--- src/rtl/text_console_cell_writer_unit_assert.svh ---
// Assertion macros used by the console cell writer top-level unit.
`ifndef TEXT_CONSOLE_CELL_WRITER_UNIT_ASSERT_SVH
`define TEXT_CONSOLE_CELL_WRITER_UNIT_ASSERT_SVH
`ifndef SYNTHESIS
`define TCW_ASSERT(name, prop, msg) \
    name: assert property (@(posedge aclk) disable iff (!aresetn) prop) else $error(msg);
`define TCW_ASSERT_ALWAYS(name, prop, msg) \
    name: assert property (@(posedge aclk) prop) else $error(msg);
`else
`define TCW_ASSERT(name, prop, msg)
`define TCW_ASSERT_ALWAYS(name, prop, msg)
`endif
`endif

--- src/rtl/tcw_pkg.sv ---
// Types and constants shared by the console cell writer modules.
`default_nettype none
package tcw_pkg;

    // Item kinds.
    localparam logic [1:0] KIND_PRINT = 2'd0;
    localparam logic [1:0] KIND_SET   = 2'd1;
    localparam logic [1:0] KIND_CLEAR = 2'd2;
    localparam logic [1:0] KIND_READ  = 2'd3;

    // Special characters and the blank cell value.
    localparam logic [7:0]  CH_NEWLINE   = 8'd10;
    localparam logic [7:0]  CH_BACKSPACE = 8'd8;
    localparam logic [15:0] BLANK_CELL   = 16'h0020;

    localparam int unsigned COL_W = 7;
    localparam int unsigned ROW_W = 5;

    typedef struct packed {
        logic [1:0]       kind;
        logic [7:0]       char_code;
        logic [3:0]       foreground;
        logic [3:0]       background;
        logic [COL_W-1:0] column;
        logic [ROW_W-1:0] row;
    } in_item_t;

    typedef struct packed {
        logic [15:0]      cell_word;
        logic [COL_W-1:0] cursor_col;
        logic [ROW_W-1:0] cursor_line;
    } out_item_t;

    typedef enum logic [2:0] {
        ST_INIT,
        ST_INIT_END,
        ST_IDLE,
        ST_SCROLL,
        ST_CLEAR,
        ST_DONE
    } state_t;

    // Commands from the controller to the datapath.
    typedef struct packed {
        logic exec;
        logic walk;
        logic walk_clear;
        logic load_out;
    } cmd_t;

    // Status from the datapath to the controller.
    typedef struct packed {
        logic scroll_req;
        logic clear_req;
        logic walk_last;
        logic out_free;
    } status_t;

endpackage
`default_nettype wire

--- src/rtl/tcw_ctrl.sv ---
// Controller state machine of the console cell writer.
`default_nettype none
module tcw_ctrl (
    input  wire logic             aclk,
    input  wire logic             aresetn,
    input  wire logic             s_valid,
    output logic                  s_ready,
    input  wire tcw_pkg::status_t st,
    output tcw_pkg::cmd_t         cmd
);

    tcw_pkg::state_t state_reg;
    tcw_pkg::state_t state_next;

    // State register; reset starts the clearing pass over the cell store.
    always_ff @(posedge aclk) begin
        if (!aresetn) begin
            state_reg <= tcw_pkg::ST_INIT;
        end else begin
            state_reg <= state_next;
        end
    end

    // Next state and commands.
    always_comb begin
        state_next     = state_reg;
        s_ready        = 1'b0;
        cmd.exec       = 1'b0;
        cmd.walk       = 1'b0;
        cmd.walk_clear = 1'b0;
        cmd.load_out   = 1'b0;
        unique case (state_reg)
            tcw_pkg::ST_INIT: begin
                cmd.walk       = 1'b1;
                cmd.walk_clear = 1'b1;
                if (st.walk_last) begin
                    state_next = tcw_pkg::ST_INIT_END;
                end
            end
            tcw_pkg::ST_INIT_END: begin
                // The last blank write of the pass lands in this cycle.
                state_next = tcw_pkg::ST_IDLE;
            end
            tcw_pkg::ST_IDLE: begin
                s_ready = 1'b1;
                if (s_valid) begin
                    cmd.exec = 1'b1;
                    if (st.clear_req) begin
                        state_next = tcw_pkg::ST_CLEAR;
                    end else if (st.scroll_req) begin
                        state_next = tcw_pkg::ST_SCROLL;
                    end else begin
                        state_next = tcw_pkg::ST_DONE;
                    end
                end
            end
            tcw_pkg::ST_SCROLL: begin
                cmd.walk = 1'b1;
                if (st.walk_last) begin
                    state_next = tcw_pkg::ST_DONE;
                end
            end
            tcw_pkg::ST_CLEAR: begin
                cmd.walk       = 1'b1;
                cmd.walk_clear = 1'b1;
                if (st.walk_last) begin
                    state_next = tcw_pkg::ST_DONE;
                end
            end
            tcw_pkg::ST_DONE: begin
                if (st.out_free) begin
                    cmd.load_out = 1'b1;
                    state_next   = tcw_pkg::ST_IDLE;
                end
            end
            default: begin
                state_next = tcw_pkg::ST_INIT;
            end
        endcase
    end

endmodule
`default_nettype wire

--- config.mk ---
export PLATFORM = sky130hd
export DESIGN_NAME = tcw_ctrl
export DESIGN_NICKNAME = d
export VERILOG_FILES = /design/src/rtl/text_console_cell_writer_unit_assert.svh /design/src/rtl/tcw_pkg.sv /design/src/rtl/tcw_ctrl.sv
export SDC_FILE = /design/constraint.sdc
export NUM_CORES = 1
export LEC_CHECK = 0
export BUFFER_PORTS_ARGS = -buffer_cell sky130_fd_sc_hd__buf_2
export CAP_MARGIN = 20
export CORE_AREA = 2 2 39 41
export CTS_CLUSTER_DIAMETER = 100
export DETAILED_ROUTE_END_ITERATION = 7
export DIE_AREA = 0 0 41 43
export GPL_TIMING_DRIVEN = 0
export PLACE_DENSITY = 0.51
export SYNTH_ARGS = -nofsm -noshare
export SYNTH_HDL_FRONTEND = slang
export SYNTH_SLANG_ARGS = --single-unit
--- constraint.sdc ---
create_clock -name aclk -period 3.15 [get_ports aclk]
set_input_delay 0.4725 -clock aclk [delete_from_list [all_inputs] [get_ports aclk]]
set_output_delay 0.4725 -clock aclk [all_outputs]
set_load 0.05 [all_outputs]
==> flow_summary.ini <==
[clocking]
numCtsBuffers = 3
cts_hold_buf = 0
ctsResizeCount = 0
clock_latency_ps = 240
cts_buffer_depth = 2
clock-sinks = 3
cts_tree = built
root_buffer = clkbuf_4
htree_levels = 1
post-cts-setup-buffers = 0
clk_pin_slew_worst_paths_ps = 40

[detailed_routing]
totalWireLength_um = 621
avgRoutedWirePerCell_um = 9.86
drc = 0
dr.first_iter.drc_count = 3
via_count = 292
first_pass_iters = 5
via_per_inst = 4.63
detail-route-antenna-nets = 0

[outcome]
outcome = finished, final reports clean

[synth]
syn-cell-area_um2 = 249
ys_ff_latch = 3
yosysUniqueCellTypes = 20
syn_area_per_cell_um2 = 7.78
synthTopCellsByCount = nor2_1 (5), nand2b_1 (4), dfxtp_1 (3)
synth_area_leader_cell = dfxtp_1
synth_top_cell_area_share_pct = 24.1
synthCells = 32
yosysWarnings = 0
ys_seq_area_share_pct = 24.1
synth_edf_count = 0
ys_async_sr_fraction_pct = 0
synth_ff_type = dfxtp_1
synth.most_common_cell = nor2_1
synthTopCellsByArea = dfxtp_1 (24%), nand2b_1 (10%), buf_6 (9.0%), nor2_1 (7.5%), a31oi_1 (5.0%)
syn_nets = 39

[floorplan]
dieWidth_um = 41
placementRows = 14
num_io_pins = 12
start_util_pct = 18.0
die_area_mm2 = 0.00176
dieHeight_um = 43
core-area_mm2 = 0.00138

[flow_run]
drv_cap = 0

[setup_path]
path_cells = buf_6, nor3b_2, and2_2, buf_2
reg2regPathDepth = 4
startpoint_type = register
r2r-end = state_reg[1]
crit_slowest_cell = dfxtp_1
end_kind = output pin
reg2reg_from = state_reg[1]
required_ps = 2680
crit_path_max_incr_delay_ps = 320
path_class = register to output pin
worstPathMaxFanout = 9
arrival_ps = 1330
regToRegSetupSlack_ps = 1950

[cells_and_area]
drive_above_1_share_pct = 38.3
final_cells = 63
largest_reg_flops = 3
antennaDiodeCount = 0
nFillCells = 157
finalNetCount = 55
area.growth.synth_to_final_pct = 40.7

[global_routing]
grt_use_total_pct = 9.12
antenna_found_initial = 0
grt_pass1_wl_um = 1010
grt_max_degree = 11
grt_pass1_vias = 255
global_route.overflow_total = 0

[sta]
fin_crit_ps = 1810
maxSlewHeadroom_pct = 83.6
grt_setup_unrepaired = no
clock.fmax_mhz = 553
hold_violations = 0
tightest_slew_ps = 247
setup_tns_ps = 0
drv_slew = 0
fin_worst_skew_ps = 6.99
setup-violations-final = 0
holdWs_ps = 484
finalCritPeriodShare_pct = 57.4

[power]
combPwrFrac_pct = 44.5
power_density_mw_per_mm2 = 599
peakVddDrop_v = 0.000211
seqPwrFrac_pct = 22.3
p_int_w = 0.000124
p_sw_share_pct = 40.8
p_clk_share_pct = 33.2
p_sw_w = 0.0000856
cellLeakagePower_nw = 0.163

[place]
routabilityCongestion = 0.780
port_buffers = 11
placedCellCount = 59

[hold_path]
min_to = state_reg[2]
min_path_type = input port to register
hp-start = aresetn
holdPathStages = 3
[critical path, delay by kind of cell, from the launching register on]
family	cells	cell delay [ps]
flops	1	320
simple gates	2	400
buf+inv	2	370
[cell families after synthesis]
kind of cell / after synthesis / synth area share, %
compound gates: 8 / 23.6
simple gates: 18 / 41.7
flops: 3 / 24.1
buf+inv: 3 / 10.6
[routing by layer]
layer / vias up / track usage [%] / part of all wire, %
li1: 145 / - / -
met1: 131 / 12.1 / 41
met2: 16 / 10.9 / 50
met3: 0 / 3.14 / 9.2
met4: 0 / 8.00 / 0
met5: - / 0 / 0
[worst max-delay path by stage]
stage                 start      to  slack, ps  cells after the start
5_1_grt        state_reg[1]  cmd[3]       1250                      4
2_1_floorplan  state_reg[0]  cmd[3]       1080                      3
6_report       state_reg[1]  cmd[3]       1340                      4
4_1_cts        state_reg[1]  cmd[3]       1320                      4
3_3_place_gp   state_reg[0]  cmd[3]       1590                      4
3_5_place_dp   state_reg[0]  cmd[3]       1580                      4
[stage by stage]
stage | total power [W] | util, % | cell area (µm²) | setup WS (ps)
floorplan | 0.000121 | - | 249 | 1080
global placement | 0.000141 | 23.4 | 324 | 1590
detailed placement | 0.000141 | 23.4 | 324 | 1580
CTS | 0.000213 | 25.3 | 350 | 1320
global route | 0.000224 | 25.3 | 350 | 1250
finish | 0.000210 | 25.3 | 350 | 1340
[layout by cell type (no fill, tap or decap), types with 2 or more instances in the layout]
cell type  count
buf_2         11
nor2_1         5
nand2b_1       4
clkbuf_4       3
dfxtp_1        3
buf_6          2
a31oi_1        2
nand3_1        2
[power groups by stage]
stage | sequential (W) | combinational, W | clock, W
floorplan | 0.0000466 | 0.0000746 | 0
global placement | 0.0000473 | 0.0000936 | 0
detailed placement | 0.0000474 | 0.0000938 | 0
CTS | 0.0000468 | 0.0000942 | 0.0000720
global route | 0.0000476 | 0.000101 | 0.0000756
finish | 0.0000468 | 0.0000934 | 0.0000695
[layout make-up]
| cell class | count | area (µm²) | share of cell area, % |
|---|---|---|---|
| multi-input combinational | 26 | 163 | 46.4 |
| sequential | 3 | 60.1 | 17.1 |
| timing repair buffer | 11 | 55.1 | 15.7 |
| clock buffer | 4 | 26.3 | 7.50 |
| buffer | 2 | 22.5 | 6.43 |
| tap | 16 | 20.0 | 5.71 |
| inverter | 1 | 3.75 | 1.07 |
(Power assumes the default switching activity.)
